$ cat config.mk
export PLATFORM = sky130hd
export DESIGN_NAME = gsf_ctrl
export DESIGN_NICKNAME = d
export VERILOG_FILES = /design/src/sv/gsf_pkg.sv /design/src/sv/gsf_ctrl.sv
export SDC_FILE = /design/constraint.sdc
export NUM_CORES = 1
export LEC_CHECK = 0
export ABC_AREA = 1
export ABC_CLOCK_PERIOD_IN_PS = 2600
export BUFFER_PORTS_ARGS = -buffer_cell sky130_fd_sc_hd__buf_2
export CAP_MARGIN = 30
export CORE_AREA = 3 3 40 42
export CTS_CLUSTER_DIAMETER = 50
export CTS_CLUSTER_SIZE = 8
export DETAILED_ROUTE_END_ITERATION = 6
export DIE_AREA = 0 0 43 45
export PLACE_DENSITY = 0.73
export SLEW_MARGIN = 20
export SYNTH_ARGS = -nofsm -noshare
export SYNTH_HDL_FRONTEND = slang
export SYNTH_SLANG_ARGS = --single-unit
export TNS_END_PERCENT = 100
$ cat constraint.sdc
create_clock -name i_clk -period 2.6 [get_ports i_clk]
set_input_delay 0.39 -clock i_clk [delete_from_list [all_inputs] [get_ports i_clk]]
set_output_delay 0.39 -clock i_clk [all_outputs]
set_load 0.01 [all_outputs]
$ cat src/sv/gsf_pkg.sv
// Shared constants, codes and controller/datapath handshake types for the
// grid shape fill block. No dependencies.
package gsf_pkg;

    // Grid geometry: x runs over rows, y over columns
    localparam int GRID_ROWS = 64;
    localparam int GRID_COLS = 64;
    localparam int DEPTH     = GRID_ROWS * GRID_COLS;
    localparam int ADDR_W    = $clog2(DEPTH);
    localparam int ROW_W     = $clog2(GRID_ROWS);
    localparam int COL_W     = $clog2(GRID_COLS);

    // Word field widths
    localparam int REQ_W  = 2;
    localparam int POS_W  = 8;
    localparam int SIZE_W = 7;
    localparam int RAD_W  = 6;
    localparam int TYPE_W = 2;

    // Internal coordinate width: covers corner plus extent and center plus
    // or minus radius, signed
    localparam int CRD_W  = 10;
    // Square root: operand, rounded result and partial remainder widths
    localparam int SQ_W   = 2 * RAD_W;
    localparam int H_W    = RAD_W + 1;
    localparam int REM_W  = RAD_W + 3;
    localparam int STEP_W = $clog2(RAD_W + 1);

    typedef enum logic [REQ_W-1:0] {
        REQ_POINT  = 2'd0,
        REQ_RECT   = 2'd1,
        REQ_CIRCLE = 2'd2,
        REQ_READ   = 2'd3
    } t_req;

    // Source of a span walk: the rectangle, or the upper/lower circle row
    typedef enum logic [1:0] {
        WSEL_RECT = 2'd0,
        WSEL_UP   = 2'd1,
        WSEL_DN   = 2'd2
    } t_wsel;

    typedef struct packed {
        logic  accept;
        logic  walk_load;
        t_wsel wsel;
        logic  walk_step;
        logic  sqrt_start;
        logic  next_row;
        logic  clr_step;
        logic  rd_issue;
        logic  rd_take;
        logic  out_load;
    } t_cmd;

    typedef struct packed {
        t_req req;
        logic shape_empty;
        logic walk_last;
        logic sqrt_done;
        logic row_last;
        logic clr_last;
    } t_stat;

endpackage

$ cat src/sv/gsf_ctrl.sv
// Controller state machine: clear sweep, command dispatch, shape walks,
// circle rows and result handoff. Depends on gsf_pkg.
module gsf_ctrl (
    input  logic           i_clk,
    input  logic           i_rst_n,
    input  logic           i_valid,
    output logic           o_ready,
    output logic           o_valid,
    input  logic           i_ready,
    input  gsf_pkg::t_stat i_stat,
    output gsf_pkg::t_cmd  o_cmd
);

    typedef enum logic [3:0] {
        ST_CLEAR,
        ST_IDLE,
        ST_LAUNCH,
        ST_WALK,
        ST_ROOT,
        ST_UP,
        ST_DN,
        ST_NEXT,
        ST_RD_WAIT,
        ST_DONE
    } t_state;

    t_state r_state;
    t_state n_state;
    logic   r_valid;
    logic   n_valid;
    logic   out_free;

    assign out_free = !r_valid || i_ready;

    always_comb begin
        n_state = r_state;
        n_valid = r_valid && !i_ready;
        o_cmd   = '0;
        o_cmd.wsel = gsf_pkg::WSEL_RECT;
        case (r_state)
            ST_CLEAR: begin
                o_cmd.clr_step = 1'b1;
                if (i_stat.clr_last) begin
                    n_state = ST_IDLE;
                end
            end
            ST_IDLE: begin
                if (i_valid) begin
                    o_cmd.accept = 1'b1;
                    n_state      = ST_LAUNCH;
                end
            end
            ST_LAUNCH: begin
                case (i_stat.req)
                    gsf_pkg::REQ_READ: begin
                        o_cmd.rd_issue = 1'b1;
                        n_state        = ST_RD_WAIT;
                    end
                    gsf_pkg::REQ_CIRCLE: begin
                        if (i_stat.shape_empty) begin
                            n_state = ST_DONE;
                        end else begin
                            o_cmd.sqrt_start = 1'b1;
                            n_state          = ST_ROOT;
                        end
                    end
                    default: begin
                        if (i_stat.shape_empty) begin
                            n_state = ST_DONE;
                        end else begin
                            o_cmd.walk_load = 1'b1;
                            n_state         = ST_WALK;
                        end
                    end
                endcase
            end
            ST_WALK: begin
                o_cmd.walk_step = 1'b1;
                if (i_stat.walk_last) begin
                    n_state = ST_DONE;
                end
            end
            ST_ROOT: begin
                if (i_stat.sqrt_done) begin
                    o_cmd.walk_load = 1'b1;
                    o_cmd.wsel      = gsf_pkg::WSEL_UP;
                    n_state         = ST_UP;
                end
            end
            ST_UP: begin
                o_cmd.walk_step = 1'b1;
                if (i_stat.walk_last) begin
                    o_cmd.walk_load = 1'b1;
                    o_cmd.wsel      = gsf_pkg::WSEL_DN;
                    n_state         = ST_DN;
                end
            end
            ST_DN: begin
                o_cmd.walk_step = 1'b1;
                if (i_stat.walk_last) begin
                    if (i_stat.row_last) begin
                        n_state = ST_DONE;
                    end else begin
                        o_cmd.next_row = 1'b1;
                        n_state        = ST_NEXT;
                    end
                end
            end
            ST_NEXT: begin
                o_cmd.sqrt_start = 1'b1;
                n_state          = ST_ROOT;
            end
            ST_RD_WAIT: begin
                o_cmd.rd_take = 1'b1;
                n_state       = ST_DONE;
            end
            ST_DONE: begin
                if (out_free) begin
                    o_cmd.out_load = 1'b1;
                    n_valid        = 1'b1;
                    n_state        = ST_IDLE;
                end
            end
            default: begin
                n_state = ST_IDLE;
            end
        endcase
    end

    always_ff @(posedge i_clk) begin
        if (!i_rst_n) begin
            r_state <= ST_CLEAR;
            r_valid <= 1'b0;
        end else begin
            r_state <= n_state;
            r_valid <= n_valid;
        end
    end

    assign o_ready = (r_state == ST_IDLE);
    assign o_valid = r_valid;

endmodule

==> impl_metrics.csv <==
group,metric,value,unit
status,status,"finished clean",
cts,root_buffer,"clkbuf_4",
sta,period_share,69.33,%
layout,insertedDiodeCount,0,
floorplanning,rows,13,
setup_path,crit_slowest_cell,"dfxtp_1",
placed_design,dpl.hpwl,1.143,mm
worst_hold_path,min_path_type,"in -> reg",
logic_synthesis,syn_inst,94,
cts,post_cts_buffers,0,
placed_design,gp_congestion,0.8251,
setup_path,r2r-start,"r_state[1]$_SDFFE_PN0P_",
sta,fin_worst_skew,0.001686,ns
layout,layout-drive-gt1-share,33.88,%
logic_synthesis,yosysWarnings,0,
setup_path,start_kind,"flop",
route,drt_first_pass_iters,4,
sta,worst_slew_pin_slew,0.3276,ns
layout,nNetsFinal,133,
grt,grt_pass1_vias,594,
sta,fin_setup_tns,0,ns
route,via_per_inst,4.824,
setup_path,crit_required,2.21,ns
power,ir_drop,0.4621,mV
grt,grt_usage,14.73,%
run,max_cap_viol_count,0,
power,power,0.0005209,W
floorplanning,die_h,45,um
grt,grt_pass1_wl,2.194,mm
setup_path,startpoint,"r_state[2]$_SDFFE_PN0P_",
cts,numCtsBuffers,3,
floorplanning,design.die.area,1935,um2
setup_path,path_cells,"inv_2 -> nor2_4 -> inv_1 -> nor2_1 -> inv_1 -> o221ai_1 -> buf_2",
route,drc_errors,0,
grt,grt_overflow,0,
floorplanning,io_pins,24,
sta,hold_violations,0,
logic_synthesis,ys_ff_latch,5,
sta,fmax,554.7,MHz
setup_path,max_stage_delay,0.37,ns
logic_synthesis,synth_cell_types,17,
floorplanning,initial_core_util,40.21,%
sta,drv_slew,0,
setup_path,cp-end-kind,"primary output",
floorplanning,die_x,43,um
setup_path,cpMostUsedCell,"inv_1",
route,wirelength,1.320,mm
cts,h-tree-depth,1,
route,num_vias,656,
route,wl_per_cell,9.706,um
cts,hold_buffers,0,
cts,clockBufferDepth,2,
sta,rsz0062_at_grt,"false",
logic_synthesis,synth.yosys.seq_area_share,19.37,%
power,power.density,769.5,nW/um2
power,p_leak,0.3740,nW
setup_path,cp.arrival,1.41,ns
logic_synthesis,avgSynthCellArea,5.497,um2
cts,cts_tree,"built",
worst_hold_path,hold_start,"i_rst_n",
sta,maxSlewHeadroom,78.08,%
grt,grt_antenna_before_repair,0,
sta,setup_viol,0,
cts,clk_pin_slew,0.04,ns
layout,area_delta_synth_final,30.99,%
sta,final.min_clock_period,1.803,ns
cts,cts_resized,0,
setup_path,crit_fanout,6,
placed_design,portBuffers,23,
cts,clk_latency,0.24,ns
route,ant_nets,0,
grt,grt_max_degree,7,
floorplanning,core-area,1285,um2
route,drt_iter0_drc,21,
cts,clock_sinks,5,
logic_synthesis,synthesis.area,516.7,um2
logic_synthesis,syn_nets,105,
setup_path,path_class,"reg -> out",
==> routing by layer <==
| metal | GRT usage [%] | part of all wire, % |
|---|---|---|
| met4 | 7.229 | 0 |
| met3 | 2.390 | 4.3 |
| met1 | 17.31 | 45 |
| met2 | 26.05 | 50 |
| met5 | 0 | 0 |
==> cell usage after synthesis <==
cell / count / share of area [%]
o22ai_1: 1 / 1.2
nor2_4: 2 / 4.4
nand4_1: 3 / 3.6
nand3_1: 8 / 7.7
a21oi_2: 1 / 1.7
dfxtp_1: 5 / 19
nor2_1: 23 / 17
o221ai_1: 1 / 1.7
nand3b_1: 2 / 2.9
nor2_2: 2 / 2.4
inv_1: 12 / 8.7
o211ai_1: 1 / 1.5
nand3_2: 1 / 1.9
nand2_1: 19 / 14
inv_2: 5 / 3.6
a21oi_1: 4 / 3.9
nand2_2: 4 / 4.8
==> registers in the layout, indices dropped and copies added, names as in the netlist <==
register	count
r_state	4
o_valid	1
==> final cells by class <==
type	instances	area [um2]
fillers	141	608.1
multi-input cells	72	352.8
repair buffers	23	115.1
flip-flops and latches	5	100.1
inverters	17	63.81
clock buffers	4	26.28
well taps	15	18.77
==> per-stage QoR <==
| step | area (um2) | hold WS (ns) | instances | util, % | setup slack (ns) |
|---|---|---|---|---|---|
| detailed placement | 650.6 | 0.5013 | 132 | 50.63 | 1.052 |
| CTS | 676.9 | 0.3817 | 136 | 52.68 | 0.7873 |
| finish | 676.9 | 0.3942 | 136 | 52.68 | 0.7974 |
| global placement | 650.6 | 0.4965 | 132 | 50.63 | 1.083 |
| floorplan | 516.7 | 0.4768 | 94 | - | 1.174 |
| global route | 676.9 | 0.4097 | 136 | 52.68 | 0.6554 |
==> placed cells by master (no fill, tap or decap) <==
cell | Yosys | final
inv_1 | 12 | 12
nand3_2 | 1 | 1
nor2_1 | 23 | 23
nand2_1 | 19 | 19
dfxtp_1 | 5 | 5
nor2_4 | 2 | 2
a21oi_1 | 4 | 4
clkbuf_1 | 0 | 1
o221ai_1 | 1 | 1
nand3b_1 | 2 | 2
nand2_2 | 4 | 4
nand3_1 | 8 | 8
clkbuf_4 | 0 | 3
o22ai_1 | 1 | 1
nand4_1 | 3 | 3
inv_2 | 5 | 5
o211ai_1 | 1 | 1
nor2_2 | 2 | 2
buf_2 | 0 | 23
a21oi_2 | 1 | 1
==> worst paths after layout <==
path	to	slack, ns	cells past startpoint
worst max-delay path	o_cmd[9]	0.80	7
worst min-delay path	r_state[0]$_SDFFE_PN0P_	0.39	3
worst min register to register	r_state[1]$_SDFFE_PN0P_	0.50	2
worst max register to register	r_state[2]$_SDFFE_PN0P_	1.28	8
==> critical path, delay by kind of cell (launching register included) <==
kind,cells,cell delay [ns]
simple gates,2,0.28
buf+inv,4,0.40
compound gates,1,0.13
flops,1,0.37
==> logic make-up (layout without fill, tap and decap cells) <==
logic type	Yosys count	after routing	synth area share, %
and+or+nand+nor	64	64	58.35
buffers and inverters	17	44	12.35
DFF	5	5	19.37
AOI/OAI and AO/OA	8	8	9.929
==> report_power, final <==
part | internal, W | total (W) | switching, W
Sequential | 0.0000948 | 0.000116 | 0.0000209
Combinational | 0.000111 | 0.000318 | 0.000207
Clock | 0.0000578 | 0.0000870 | 0.0000291
Total | 0.000264 | 0.000521 | 0.000257
Note: power is estimated with default switching activity, not from simulation.
