**config.mk**
```make
export PLATFORM = sky130hd
export DESIGN_NAME = gsf_datapath
export DESIGN_NICKNAME = d
export VERILOG_FILES = /design/src/sv/gsf_pkg.sv /design/src/sv/gsf_isqrt.sv /design/src/sv/gsf_datapath.sv
export SDC_FILE = /design/constraint.sdc
export NUM_CORES = 1
export LEC_CHECK = 0
export ABC_AREA = 1
export BUFFER_PORTS_ARGS = -buffer_cell sky130_fd_sc_hd__buf_2
export CAP_MARGIN = 20
export CORE_MARGIN = 2
export CORE_UTILIZATION = 57
export DETAILED_ROUTE_END_ITERATION = 16
export GPL_ROUTABILITY_DRIVEN = 0
export GPL_TIMING_DRIVEN = 0
export PLACE_DENSITY = 0.75
export SETUP_SLACK_MARGIN = 0.2
export SLEW_MARGIN = 20
export SYNTH_ARGS = -nofsm -noshare
export SYNTH_HDL_FRONTEND = slang
export SYNTH_SLANG_ARGS = --single-unit
```
**constraint.sdc**
```tcl
create_clock -name i_clk -period 12.41 [get_ports i_clk]
set_input_delay 1.241 -clock i_clk [delete_from_list [all_inputs] [get_ports i_clk]]
set_output_delay 1.241 -clock i_clk [all_outputs]
set_load 0.01 [all_outputs]
```
**src/sv/gsf_pkg.sv**
```systemverilog
// Shared constants, codes and controller/datapath handshake types for the
// grid shape fill block. No dependencies.
package gsf_pkg;

    // Grid geometry: x runs over rows, y over columns
    localparam int GRID_ROWS = 64;
    localparam int GRID_COLS = 64;
    localparam int DEPTH     = GRID_ROWS * GRID_COLS;
    localparam int ADDR_W    = $clog2(DEPTH);
    localparam int ROW_W     = $clog2(GRID_ROWS);
    localparam int COL_W     = $clog2(GRID_COLS);

    // Word field widths
    localparam int REQ_W  = 2;
    localparam int POS_W  = 8;
    localparam int SIZE_W = 7;
    localparam int RAD_W  = 6;
    localparam int TYPE_W = 2;

    // Internal coordinate width: covers corner plus extent and center plus
    // or minus radius, signed
    localparam int CRD_W  = 10;
    // Square root: operand, rounded result and partial remainder widths
    localparam int SQ_W   = 2 * RAD_W;
    localparam int H_W    = RAD_W + 1;
    localparam int REM_W  = RAD_W + 3;
    localparam int STEP_W = $clog2(RAD_W + 1);

    typedef enum logic [REQ_W-1:0] {
        REQ_POINT  = 2'd0,
        REQ_RECT   = 2'd1,
        REQ_CIRCLE = 2'd2,
        REQ_READ   = 2'd3
    } t_req;

    // Source of a span walk: the rectangle, or the upper/lower circle row
    typedef enum logic [1:0] {
        WSEL_RECT = 2'd0,
        WSEL_UP   = 2'd1,
        WSEL_DN   = 2'd2
    } t_wsel;

    typedef struct packed {
        logic  accept;
        logic  walk_load;
        t_wsel wsel;
        logic  walk_step;
        logic  sqrt_start;
        logic  next_row;
        logic  clr_step;
        logic  rd_issue;
        logic  rd_take;
        logic  out_load;
    } t_cmd;

    typedef struct packed {
        t_req req;
        logic shape_empty;
        logic walk_last;
        logic sqrt_done;
        logic row_last;
        logic clr_last;
    } t_stat;

endpackage

```
**src/sv/gsf_isqrt.sv**
```systemverilog
// Bit-serial integer square root with round-to-nearest, one result bit
// per cycle. Depends on gsf_pkg.
module gsf_isqrt (
    input  logic                     i_clk,
    input  logic                     i_rst_n,
    input  logic                     i_start,
    input  logic [gsf_pkg::SQ_W-1:0] i_n,
    output logic                     o_done,
    output logic [gsf_pkg::H_W-1:0]  o_h
);

    logic                        r_busy;
    logic [gsf_pkg::STEP_W-1:0]  r_cnt;
    logic [gsf_pkg::SQ_W-1:0]    r_n;
    logic [gsf_pkg::REM_W-1:0]   r_rem;
    logic [gsf_pkg::RAD_W-1:0]   r_root;

    logic [gsf_pkg::REM_W-1:0]   rem_sh;
    logic [gsf_pkg::REM_W-1:0]   trial;
    logic                        fits;

    // Bring down the next two operand bits and try root*4+1
    assign rem_sh = {r_rem[gsf_pkg::REM_W-3:0], r_n[gsf_pkg::SQ_W-1 -: 2]};
    assign trial  = {1'b0, r_root, 2'b01};
    assign fits   = (rem_sh >= trial);

    always_ff @(posedge i_clk) begin
        if (!i_rst_n) begin
            r_busy <= 1'b0;
            r_cnt  <= '0;
        end else if (i_start) begin
            r_busy <= 1'b1;
            r_cnt  <= gsf_pkg::STEP_W'(gsf_pkg::RAD_W);
        end else if (r_busy) begin
            r_cnt <= r_cnt - 1'b1;
            if (r_cnt == gsf_pkg::STEP_W'(1)) begin
                r_busy <= 1'b0;
            end
        end
    end

    always_ff @(posedge i_clk) begin
        if (i_start) begin
            r_n    <= i_n;
            r_rem  <= '0;
            r_root <= '0;
        end else if (r_busy) begin
            r_n    <= {r_n[gsf_pkg::SQ_W-3:0], 2'b00};
            r_rem  <= fits ? (rem_sh - trial) : rem_sh;
            r_root <= {r_root[gsf_pkg::RAD_W-2:0], fits};
        end
    end

    // Round up when n - s*s exceeds s
    assign o_done = !r_busy;
    assign o_h    = (r_rem > gsf_pkg::REM_W'(r_root))
                  ? gsf_pkg::H_W'(r_root) + 1'b1
                  : gsf_pkg::H_W'(r_root);

endmodule

```
**src/sv/gsf_datapath.sv**
```systemverilog
// Datapath: command word latch, span walker, circle row stepping, clear
// sweep, grid addressing and result register. Depends on gsf_pkg, gsf_isqrt.
module gsf_datapath (
    input  logic                         i_clk,
    input  logic                         i_rst_n,
    input  gsf_pkg::t_cmd                i_cmd,
    output gsf_pkg::t_stat               o_stat,
    input  logic [gsf_pkg::REQ_W-1:0]    i_req_type,
    input  logic signed [gsf_pkg::POS_W-1:0] i_x_pos,
    input  logic signed [gsf_pkg::POS_W-1:0] i_y_pos,
    input  logic [gsf_pkg::SIZE_W-1:0]   i_x_size,
    input  logic [gsf_pkg::SIZE_W-1:0]   i_y_size,
    input  logic [gsf_pkg::RAD_W-1:0]    i_radius,
    input  logic [gsf_pkg::TYPE_W-1:0]   i_cell_type,
    output logic                         o_we,
    output logic [gsf_pkg::ADDR_W-1:0]   o_waddr,
    output logic [gsf_pkg::TYPE_W-1:0]   o_wdata,
    output logic                         o_re,
    output logic [gsf_pkg::ADDR_W-1:0]   o_raddr,
    input  logic [gsf_pkg::TYPE_W-1:0]   i_rdata,
    output logic [gsf_pkg::TYPE_W-1:0]   o_read_value
);

    localparam logic signed [gsf_pkg::CRD_W-1:0] CrdRows = gsf_pkg::CRD_W'(gsf_pkg::GRID_ROWS);
    localparam logic signed [gsf_pkg::CRD_W-1:0] CrdCols = gsf_pkg::CRD_W'(gsf_pkg::GRID_COLS);
    localparam int PadP = gsf_pkg::CRD_W - gsf_pkg::POS_W;
    localparam int PadR = gsf_pkg::CRD_W - gsf_pkg::RAD_W;
    localparam int PadH = gsf_pkg::CRD_W - gsf_pkg::H_W;

    function automatic logic in_grid(input logic signed [gsf_pkg::CRD_W-1:0] x,
                                     input logic signed [gsf_pkg::CRD_W-1:0] y);
        return !x[gsf_pkg::CRD_W-1] && !y[gsf_pkg::CRD_W-1] && (x < CrdRows) && (y < CrdCols);
    endfunction

    function automatic logic [gsf_pkg::ADDR_W-1:0] cell_addr(
        input logic signed [gsf_pkg::CRD_W-1:0] x,
        input logic signed [gsf_pkg::CRD_W-1:0] y);
        logic [gsf_pkg::ADDR_W-1:0] xa;
        logic [gsf_pkg::ADDR_W-1:0] ya;
        xa = gsf_pkg::ADDR_W'(x[gsf_pkg::ROW_W-1:0]);
        ya = gsf_pkg::ADDR_W'(y[gsf_pkg::COL_W-1:0]);
        return gsf_pkg::ADDR_W'(xa * gsf_pkg::ADDR_W'(gsf_pkg::GRID_COLS) + ya);
    endfunction

    // Latched command word
    gsf_pkg::t_req                   r_req;
    logic signed [gsf_pkg::POS_W-1:0] r_x_pos;
    logic signed [gsf_pkg::POS_W-1:0] r_y_pos;
    logic [gsf_pkg::SIZE_W-1:0]      r_x_size;
    logic [gsf_pkg::SIZE_W-1:0]      r_y_size;
    logic [gsf_pkg::RAD_W-1:0]       r_radius;
    logic [gsf_pkg::TYPE_W-1:0]      r_cell_type;
    logic [gsf_pkg::SQ_W-1:0]        r_rr;
    logic [gsf_pkg::RAD_W-1:0]       r_d;

    // Span walker
    logic signed [gsf_pkg::CRD_W-1:0] r_wx;
    logic signed [gsf_pkg::CRD_W-1:0] r_wy;
    logic signed [gsf_pkg::CRD_W-1:0] r_wy0;
    logic [gsf_pkg::SIZE_W-1:0]      r_rem_x;
    logic [gsf_pkg::SIZE_W-1:0]      r_rem_y;
    logic [gsf_pkg::SIZE_W-1:0]      r_ys;

    logic [gsf_pkg::ADDR_W-1:0]      r_clr;
    logic [gsf_pkg::TYPE_W-1:0]      r_rd_val;
    logic [gsf_pkg::TYPE_W-1:0]      r_out;

    logic signed [gsf_pkg::CRD_W-1:0] xc;
    logic signed [gsf_pkg::CRD_W-1:0] yc;
    logic signed [gsf_pkg::CRD_W-1:0] dd;
    logic signed [gsf_pkg::CRD_W-1:0] hh;
    logic signed [gsf_pkg::CRD_W-1:0] ld_x0;
    logic signed [gsf_pkg::CRD_W-1:0] ld_y0;
    logic [gsf_pkg::SIZE_W-1:0]      ld_xs;
    logic [gsf_pkg::SIZE_W-1:0]      ld_ys;
    logic [gsf_pkg::SIZE_W-1:0]      rect_xs;
    logic [gsf_pkg::SIZE_W-1:0]      rect_ys;
    logic [gsf_pkg::SQ_W-1:0]        sq_n;
    logic                            sq_done;
    logic [gsf_pkg::H_W-1:0]         sq_h;
    logic                            rd_in_grid;
    logic                            shape_empty;

    assign xc = {{PadP{r_x_pos[gsf_pkg::POS_W-1]}}, r_x_pos};
    assign yc = {{PadP{r_y_pos[gsf_pkg::POS_W-1]}}, r_y_pos};
    assign dd = {{PadR{1'b0}}, r_d};
    assign hh = {{PadH{1'b0}}, sq_h};

    // A point is a one-cell rectangle
    assign rect_xs = (r_req == gsf_pkg::REQ_POINT) ? gsf_pkg::SIZE_W'(1) : r_x_size;
    assign rect_ys = (r_req == gsf_pkg::REQ_POINT) ? gsf_pkg::SIZE_W'(1) : r_y_size;

    // Remaining half-width squared for the current row offset
    assign sq_n = gsf_pkg::SQ_W'(r_rr - gsf_pkg::SQ_W'(r_d) * gsf_pkg::SQ_W'(r_d));

    gsf_isqrt u_isqrt (
        .i_clk   (i_clk),
        .i_rst_n (i_rst_n),
        .i_start (i_cmd.sqrt_start),
        .i_n     (sq_n),
        .o_done  (sq_done),
        .o_h     (sq_h)
    );

    always_comb begin
        ld_x0 = xc;
        ld_y0 = yc;
        ld_xs = rect_xs;
        ld_ys = rect_ys;
        case (i_cmd.wsel)
            gsf_pkg::WSEL_UP: begin
                ld_x0 = xc - hh;
                ld_y0 = yc + dd;
                ld_xs = gsf_pkg::SIZE_W'({sq_h, 1'b0});
                ld_ys = gsf_pkg::SIZE_W'(1);
            end
            gsf_pkg::WSEL_DN: begin
                ld_x0 = xc - hh;
                ld_y0 = yc - dd - gsf_pkg::CRD_W'(1);
                ld_xs = gsf_pkg::SIZE_W'({sq_h, 1'b0});
                ld_ys = gsf_pkg::SIZE_W'(1);
            end
            default: begin
                ld_x0 = xc;
                ld_y0 = yc;
                ld_xs = rect_xs;
                ld_ys = rect_ys;
            end
        endcase
    end

    always_ff @(posedge i_clk) begin
        if (i_cmd.accept) begin
            r_req       <= gsf_pkg::t_req'(i_req_type);
            r_x_pos     <= i_x_pos;
            r_y_pos     <= i_y_pos;
            r_x_size    <= i_x_size;
            r_y_size    <= i_y_size;
            r_radius    <= i_radius;
            r_cell_type <= i_cell_type;
            r_rr        <= gsf_pkg::SQ_W'(i_radius) * gsf_pkg::SQ_W'(i_radius);
            r_d         <= '0;
        end else if (i_cmd.next_row) begin
            r_d <= r_d + 1'b1;
        end

        // Walk y inside x; a load overrides the step of the last cell
        if (i_cmd.walk_load) begin
            r_wx    <= ld_x0;
            r_wy    <= ld_y0;
            r_wy0   <= ld_y0;
            r_rem_x <= ld_xs;
            r_rem_y <= ld_ys;
            r_ys    <= ld_ys;
        end else if (i_cmd.walk_step) begin
            if (r_rem_y > gsf_pkg::SIZE_W'(1)) begin
                r_wy    <= r_wy + gsf_pkg::CRD_W'(1);
                r_rem_y <= r_rem_y - 1'b1;
            end else begin
                r_wy    <= r_wy0;
                r_rem_y <= r_ys;
                r_wx    <= r_wx + gsf_pkg::CRD_W'(1);
                r_rem_x <= r_rem_x - 1'b1;
            end
        end

        if (i_cmd.rd_take) begin
            r_rd_val <= rd_in_grid ? i_rdata : '0;
        end
        if (i_cmd.out_load) begin
            r_out <= (r_req == gsf_pkg::REQ_READ) ? r_rd_val : '0;
        end
    end

    always_ff @(posedge i_clk) begin
        if (!i_rst_n) begin
            r_clr <= '0;
        end else if (i_cmd.clr_step) begin
            r_clr <= r_clr + 1'b1;
        end
    end

    assign rd_in_grid = in_grid(xc, yc);

    assign o_we    = i_cmd.clr_step || (i_cmd.walk_step && in_grid(r_wx, r_wy));
    assign o_waddr = i_cmd.clr_step ? r_clr : cell_addr(r_wx, r_wy);
    assign o_wdata = i_cmd.clr_step ? '0 : r_cell_type;
    assign o_re    = i_cmd.rd_issue;
    assign o_raddr = cell_addr(xc, yc);

    always_comb begin
        case (r_req)
            gsf_pkg::REQ_RECT:   shape_empty = (r_x_size == '0) || (r_y_size == '0);
            gsf_pkg::REQ_CIRCLE: shape_empty = (r_radius == '0);
            default:             shape_empty = 1'b0;
        endcase
    end

    assign o_stat.req         = r_req;
    assign o_stat.shape_empty = shape_empty;
    assign o_stat.walk_last   = (r_rem_x == gsf_pkg::SIZE_W'(1)) && (r_rem_y == gsf_pkg::SIZE_W'(1));
    assign o_stat.sqrt_done   = sq_done;
    assign o_stat.row_last    = (r_d == gsf_pkg::RAD_W'(r_radius - 1'b1));
    assign o_stat.clr_last    = (r_clr == gsf_pkg::ADDR_W'(gsf_pkg::DEPTH - 1));

    assign o_read_value = r_out;

endmodule

```
==> results of run 1 <==
worst reg2reg max path, cell delays in order (launching register included):
cell and delay, ns:
dfxtp_1 0.38, clkbuf_1 0.37, nand2_1 0.17, ha_1 0.34, xor2_1 0.20, fa_1 0.46, fa_1 0.55, inv_1 0.05
fa_1 0.50, inv_1 0.04, ha_1 0.34, nand2_1 0.10, nor2_1 0.05, a211oi_1 0.23, nand2_2 0.12, nand3_1 0.10
nand3_1 0.08, nand3_1 0.10, nand2_1 0.05
power groups by stage:
stage	clock (mW)	combinational, mW	sequential, mW
finish	0.515	1.11	0.723
global route	0.545	1.26	0.732
CTS	0.521	1.10	0.721
detailed placement	0	1.09	0.732
global placement	0	1.07	0.729
floorplan	0	0.869	0.715
placed cells by master, fill, tap and decap left out, types with 4 or more instances in the layout:
master,n
nor4_1,5
clkbuf_1,17
buf_2,100
nand2_1,273
o21ai_2,8
nand3_1,72
o21bai_1,6
fa_1,26
ha_1,83
nand4_1,14
nor2_1,103
o211ai_1,9
inv_2,7
clkbuf_16,18
or2_2,4
a211oi_1,4
o221ai_1,4
o21ai_1,10
dfxtp_1,37
nand2_2,11
edfxtp_1,117
xnor2_1,15
nor3_1,21
inv_1,216
o21ai_0,68
buf_4,19
xor2_1,30
a31oi_1,11
a21oi_1,54
o22ai_1,10
registers in the layout, summed over array words and instances (netlist names):
| register | flops |
|---|---|
| u_isqrt.r_root | 6 |
| r_d | 6 |
| r_rd_val | 2 |
| r_x_pos | 8 |
| r_wx | 10 |
| r_y_pos | 8 |
| r_clr | 12 |
| r_radius | 6 |
| u_isqrt.r_n | 12 |
| r_x_size | 7 |
| r_cell_type | 2 |
| r_rem_x | 7 |
| r_wy0 | 10 |
| r_req | 2 |
| r_rr | 10 |
| u_isqrt.r_busy | 1 |
| u_isqrt.r_cnt | 3 |
| r_ys | 7 |
| r_y_size | 7 |
| u_isqrt.r_rem | 9 |
| o_read_value | 2 |
| r_wy | 10 |
| r_rem_y | 7 |
final cells by class:
cell class	instances	area (µm²)	share of cell area, %
clock inverters	8	82.6	0.680
clock buffers	24	503	4.14
flip-flops and latches	154	4250	35.0
well taps	234	293	2.41
inverters	224	841	6.93
repair buffers	90	459	3.78
plain buffers	48	279	2.30
multi-input cells	881	5430	44.7
logic make-up after synthesis:
group	Yosys count	synth area share [%]
adders and majority gates	109	14.4
AOI/OAI and AO/OA	203	11.2
xor gates and xnor gates	46	3.80
and+or+nand+nor	523	20.8
DFF	154	39.4
buffers and inverters	272	10.4
per-layer routing:
layer	track usage, %	up-vias	routed length [µm]
met2	42.6	199	11800
met4	8.00	0	557
met1	30.3	4118	10500
met3	4.59	49	982
li1	-	4512	-
met5	0	-	0
metrics by stage:
step                hold WS, ns  util, %
floorplan                 0.444        -
global placement          0.473     61.9
detailed placement        0.481     62.0
CTS                       0.490     65.1
global route              0.508     65.1
finish                    0.492     65.1
final timing paths:
check                        endpoint  slack (ns)  depth (start not counted)
max          u_isqrt.r_n[9]$_DFFE_PP_        7.93                         18
max reg2reg  u_isqrt.r_n[9]$_DFFE_PP_        7.93                         18
min reg2reg     r_clr[9]$_SDFFE_PN0P_        0.49                          2
min             r_clr[9]$_SDFFE_PN0P_        0.49                          2
==> run_results.csv, run 1 <==
group,metric,value,unit
floorplan,pin_count,92,
floorplan,die_h,142,µm
synthesis,synthArstFlopShare,0,%
synthesis,avgSynthCellArea,8.26,µm²
synthesis,synth_edf_count,117,
synthesis,synth_ff_type,"edfxtp_1",
global_route,grt.overflow.total,0,
sta,fmax,223,MHz
synthesis,ys_types,58,
pwr,seq_power_share,30.8,%
run_status,outcome,"finished clean",
place,dpl_worst_slack,7.66,ns
floorplan,core,18600,µm²
detailed_routing,first_pass_iters,5,
worst_setup_path,reg2reg_from,"r_d[3]$_SDFFE_PP0P_",
worst_setup_path,crit_chain,"clkbuf_1, nand2_1, ha_1, xor2_1, fa_1, fa_1, inv_1, fa_1, inv_1, ha_1, nand2_1, nor2_1, a211oi_1, nand2_2, nand3_1, nand3_1, nand3_1, nand2_1",
synthesis,netlist_area,10800,µm²
global_route,antenna_found_initial,0,
sta,fin_crit_sh,36.1,%
pwr,combPwrFrac,47.3,%
clocking,cts_sinks,154,
pwr,p_leak,5.76,nW
cells_and_area,layoutNonFillerInstCount,1663,
place,postPlaceCellArea,11600,µm²
floorplan,row_count,50,
clocking,htreeDepth,4,
sta,hold_viol,0,
synthesis,yosysTopAreaCell,"edfxtp_1",
global_route,grt_pass1_vias,8219,
clocking,clockBufferDepth,2,
sta,grt_setup_unrepaired,"false",
worst_setup_path,max_stage_delay,0.55,ns
worst_setup_path,worst_ep_required_time,12.59,ns
pwr,swShare,41.1,%
cells_and_area,fill_cells,1521,
flow_run,maxCapViolations,0,
detailed_routing,wire_per_inst,14.3,µm
cells_and_area,final_cell_area,12100,µm²
hold_path,min_from,"r_clr[9]$_SDFFE_PN0P_",
global_route,grt_first_pass_wirelength,38.6,mm
clocking,cts-root-buf,"clkbuf_16",
sta,setup_viol,0,
synthesis,yosys-top-cells-area,"edfxtp_1 33%, ha_1 9.6%, nand2_1 9.5%",
clocking,postCtsHoldBufs,0,
worst_setup_path,crit_path_end_kind,"flip-flop",
sta,worstMarginPinSlew,0.762,ns
clocking,cts_tree,"done",
detailed_routing,vias,8878,
worst_setup_path,cp-startpoint,"r_d[3]$_SDFFE_PP0P_",
hold_path,hold_class,"reg -> reg",
detailed_routing,drc_errors,0,
worst_setup_path,worstPathArrival,4.66,ns
place,dp_cells,1631,
worst_setup_path,crit_fanout,10,
cells_and_area,area_growth,12.4,%
worst_setup_path,critPathLaunchType,"flip-flop",
global_route,grt_max_degree,57,
cells_and_area,antennaDiodeCount,0,
cells_and_area,fin_nets,1580,
detailed_routing,viasPerCell,5.34,
synthesis,yosysSeqAreaShare,39.4,%
synthesis,synthCells,1307,
floorplan,dieArea,20100,µm²
sta,tns,0,ns
pwr,internal_power,1.38,mW
synthesis,synth_common_cells,"273 x nand2_1, 216 x inv_1, 117 x edfxtp_1, 103 x nor2_1, 83 x ha_1",
worst_setup_path,cpMaxStageDelayCell,"fa_1",
sta,slew_viol_final,0,
pwr,p_switching,967,µW
sta,post-route-min-period,4.48,ns
clocking,clock_latency,0.43,ns
floorplan,start_util,57.9,%
synthesis,yosysMostFrequentCell,"nand2_1",
pwr,power,2.35,mW
clocking,clkTransAtPathRegs,0.06,ns
synthesis,synth_top_area_share,32.5,%
worst_setup_path,crit_buf_inv,3,
cells_and_area,drive_above_1_share,13.9,%
pwr,p_clk_share,21.9,%
clocking,cts_made_buffers,17,
sta,layout_setup_ws,7.93,ns
pwr,peakVddDrop,0.114,mV
sta,max_slew_margin,49.2,%
sta,fin_skew,0.00757,ns
place,io_buffer_count,89,
place,hpwl,18.3,mm
worst_setup_path,cpLargestDelayFamily,"adder cells",
worst_setup_path,critPathKind,"reg -> reg",
pwr,p_per_area,194,nW/µm²
synthesis,yosys_warnings,0,
detailed_routing,drt_wl_total,23.8,mm
clocking,postCtsSetupBuffers,0,
global_route,grt_use_total,24.3,%
detailed_routing,drt_iter0_markers,577,
synthesis,syn-num-nets,1471,
detailed_routing,antenna_left,0,
floorplan,die_w,142,µm
clocking,cts_resized,0,
synthesis,yosys_register_bits,154,
No activity file was read; power rests on OpenSTA's default activity.
==> run 2: changes to the inputs <==
- CORE_UTILIZATION: 57 -> 55
- clock period: 12.41 -> 4.1 ns (I/O delays scaled with it)
==> run_results.csv, run 2 (synthesis results as in run 1) <==
group,metric,value,unit
run_status,outcome,"finished clean",
cells_and_area,fill_cells,1583,
pwr,peakVddDrop,0.412,mV
clocking,htreeDepth,4,
floorplan,die_h,144,µm
worst_setup_path,cpMostUsedCell,"fa_1",
clocking,cts_sinks,154,
pwr,seq_power_share,30.5,%
place,hpwl,18.7,mm
pwr,p_switching,2.98,mW
floorplan,pin_count,92,
global_route,grt.overflow.total,0,
flow_run,maxCapViolations,0,
clocking,clkTransAtPathRegs,0.06,ns
worst_setup_path,reg2reg_from,"r_d[3]$_SDFFE_PP0P_",
sta,slew_viol_final,0,
floorplan,start_util,55.9,%
pwr,internal_power,4.20,mW
cells_and_area,area_growth,15.3,%
pwr,p_clk_share,21.6,%
detailed_routing,antenna_left,0,
sta,fin_crit_sh,96.4,%
worst_setup_path,crit_chain,"buf_8, nand2_4, inv_2, fa_1, inv_2, fa_1, fa_1, inv_1, fa_1, inv_2, ha_4, nand2_2, nor2_1, nand2_1, nand2_2, nand2_2, a21o_1, nand3_1, nand2_1",
cells_and_area,fin_nets,1598,
detailed_routing,wire_per_inst,14.3,µm
floorplan,dieArea,20800,µm²
floorplan,core,19300,µm²
cells_and_area,antennaDiodeCount,0,
worst_setup_path,worstPathArrival,4.15,ns
global_route,antenna_found_initial,0,
detailed_routing,drc_errors,0,
pwr,p_leak,5.89,nW
global_route,grt_pass1_vias,8763,
sta,max_slew_margin,50.3,%
clocking,cts-root-buf,"clkbuf_16",
sta,grt_setup_unrepaired,"true",
clocking,cts_tree,"done",
worst_setup_path,max_stage_delay,0.54,ns
hold_path,min_from,"i_y_pos[2]",
worst_setup_path,critPathKind,"reg -> reg",
global_route,grt_use_total,25.0,%
worst_setup_path,cpMaxStageDelayCell,"fa_1",
detailed_routing,drt_wl_total,24.5,mm
cells_and_area,multi_input_area,5510,µm²
sta,worstMarginPinSlew,0.746,ns
place,io_buffer_count,89,
detailed_routing,first_pass_iters,5,
floorplan,row_count,51,
sta,post-route-min-period,3.95,ns
pwr,combPwrFrac,47.9,%
cells_and_area,drive_above_1_share,16.7,%
worst_setup_path,r2r.worst_path.cells,19,
worst_setup_path,crit_fanout,3,
worst_setup_path,critPathLaunchType,"flip-flop",
hold_path,hold_class,"in -> reg",
global_route,grt_max_degree,57,
sta,setup_viol,0,
detailed_routing,drt_iter0_markers,654,
cells_and_area,fin_util,64.4,%
cells_and_area,layout_commonest_cell,"nand2_1",
global_route,grt_first_pass_wirelength,40.7,mm
clocking,cts_made_buffers,17,
sta,fmax,253,MHz
worst_setup_path,worst_ep_required_time,4.29,ns
worst_setup_path,crit_buf_inv,5,
detailed_routing,vias,8921,
worst_setup_path,r2r-end,"u_isqrt.r_n[11]$_DFFE_PP_",
clocking,clock_latency,0.43,ns
detailed_routing,viasPerCell,5.21,
cells_and_area,mostFrequentLayoutCells,"268 x nand2_1, 211 x inv_1, 117 x edfxtp_1",
sta,hold_viol,0,
pwr,p_per_area,576,nW/µm²
hold_path,hold_end,"r_y_pos[2]$_DFFE_PP_",
clocking,clockBufferDepth,2,
worst_setup_path,r2r_slack,0.15,ns
cells_and_area,regArea,4270,µm²
worst_setup_path,cpLargestDelayFamily,"adder cells",
floorplan,die_w,144,µm
sta,fin_skew,0.00786,ns
worst_setup_path,crit_path_end_kind,"flip-flop",
hold_path,whs_path_depth,1,
pwr,swShare,41.5,%
cells_and_area,reg_top3,"r_clr: 12 flops, u_isqrt.r_n: 12 flops",
worst_setup_path,cp-startpoint,"r_d[3]$_SDFFE_PP0P_",
sta,timing.hold.ws,0.148,ns
-- run 2: changes by cell type in the layout (fill, tap and decap cells not counted), moves of 4 or more --
cell	delta
buf_4	+17
clkbuf_1	-5
clkinvlp_4	+5
inv_1	-5
inv_2	+5
nand2_1	-5
buf_8	+4
dfxtp_1	-4
-- run 2: layout make-up --
type	count	share of cell area [%]
multi-input cells	881	44.3
flip-flops and latches	154	34.3
clock inverters	15	1.21
clock buffers	17	3.42
well taps	265	2.66
repair buffers	108	4.77
inverters	224	6.75
plain buffers	48	2.61
-- run 2: per-stage QoR --
stage	setup slack [ns]	setup TNS [ns]	instances	area (µm²)	power (mW)
final	0.146	0	1712	12400	7.17
after global routing	-0.0501	-0.129	1712	12400	7.77
after CTS	0.0910	0	1707	12400	7.15
after detailed placement	-0.0815	-0.165	1662	11700	5.55
after global placement	-0.00276	-0.00276	1661	11600	5.46
after floorplan	0.228	0	1307	10900	4.81
-- run 2: power by group through the flow --
| stage | Combinational [mW] | Sequential (mW) | Clock, mW |
|---|---|---|---|
| after floorplan | 2.65 | 2.16 | 0 |
| after global placement | 3.26 | 2.21 | 0 |
| after detailed placement | 3.33 | 2.22 | 0 |
| after CTS | 3.40 | 2.18 | 1.56 |
| after global routing | 3.93 | 2.22 | 1.63 |
| final | 3.44 | 2.19 | 1.55 |
-- run 2: what timing repair did --
| item | in CTS | in global routing |
|---|---|---|
| hold buffers | 0 | 0 |
| setup endpoints to repair | 6 | 9 |
| resized for setup | 21 | 10 |
| setup buffers | 13 | 5 |
| pin swaps | 10 | 12 |
| gates cloned | 0 | 0 |
-- run 2: worst max-delay path by stage --
stage          depth (start not counted)                   endpoint  slack (ns)
2_1_floorplan                         19  u_isqrt.r_n[11]$_DFFE_PP_        0.23
3_3_place_gp                          19  u_isqrt.r_n[11]$_DFFE_PP_      -0.003
3_5_place_dp                          19  u_isqrt.r_n[11]$_DFFE_PP_       -0.08
4_1_cts                               19  u_isqrt.r_n[11]$_DFFE_PP_        0.09
5_1_grt                               19  u_isqrt.r_n[11]$_DFFE_PP_       -0.05
6_report                              19  u_isqrt.r_n[11]$_DFFE_PP_        0.15
-- run 2: layer usage --
| metal | track usage [%] | up-vias | wire length [µm] |
|---|---|---|---|
| li1 | - | 4538 | - |
| met4 | 10.4 | 0 | 641 |
| met1 | 30.5 | 4092 | 10200 |
| met2 | 44.2 | 242 | 12300 |
| met3 | 3.77 | 49 | 1290 |
| met5 | 0 | - | 0 |
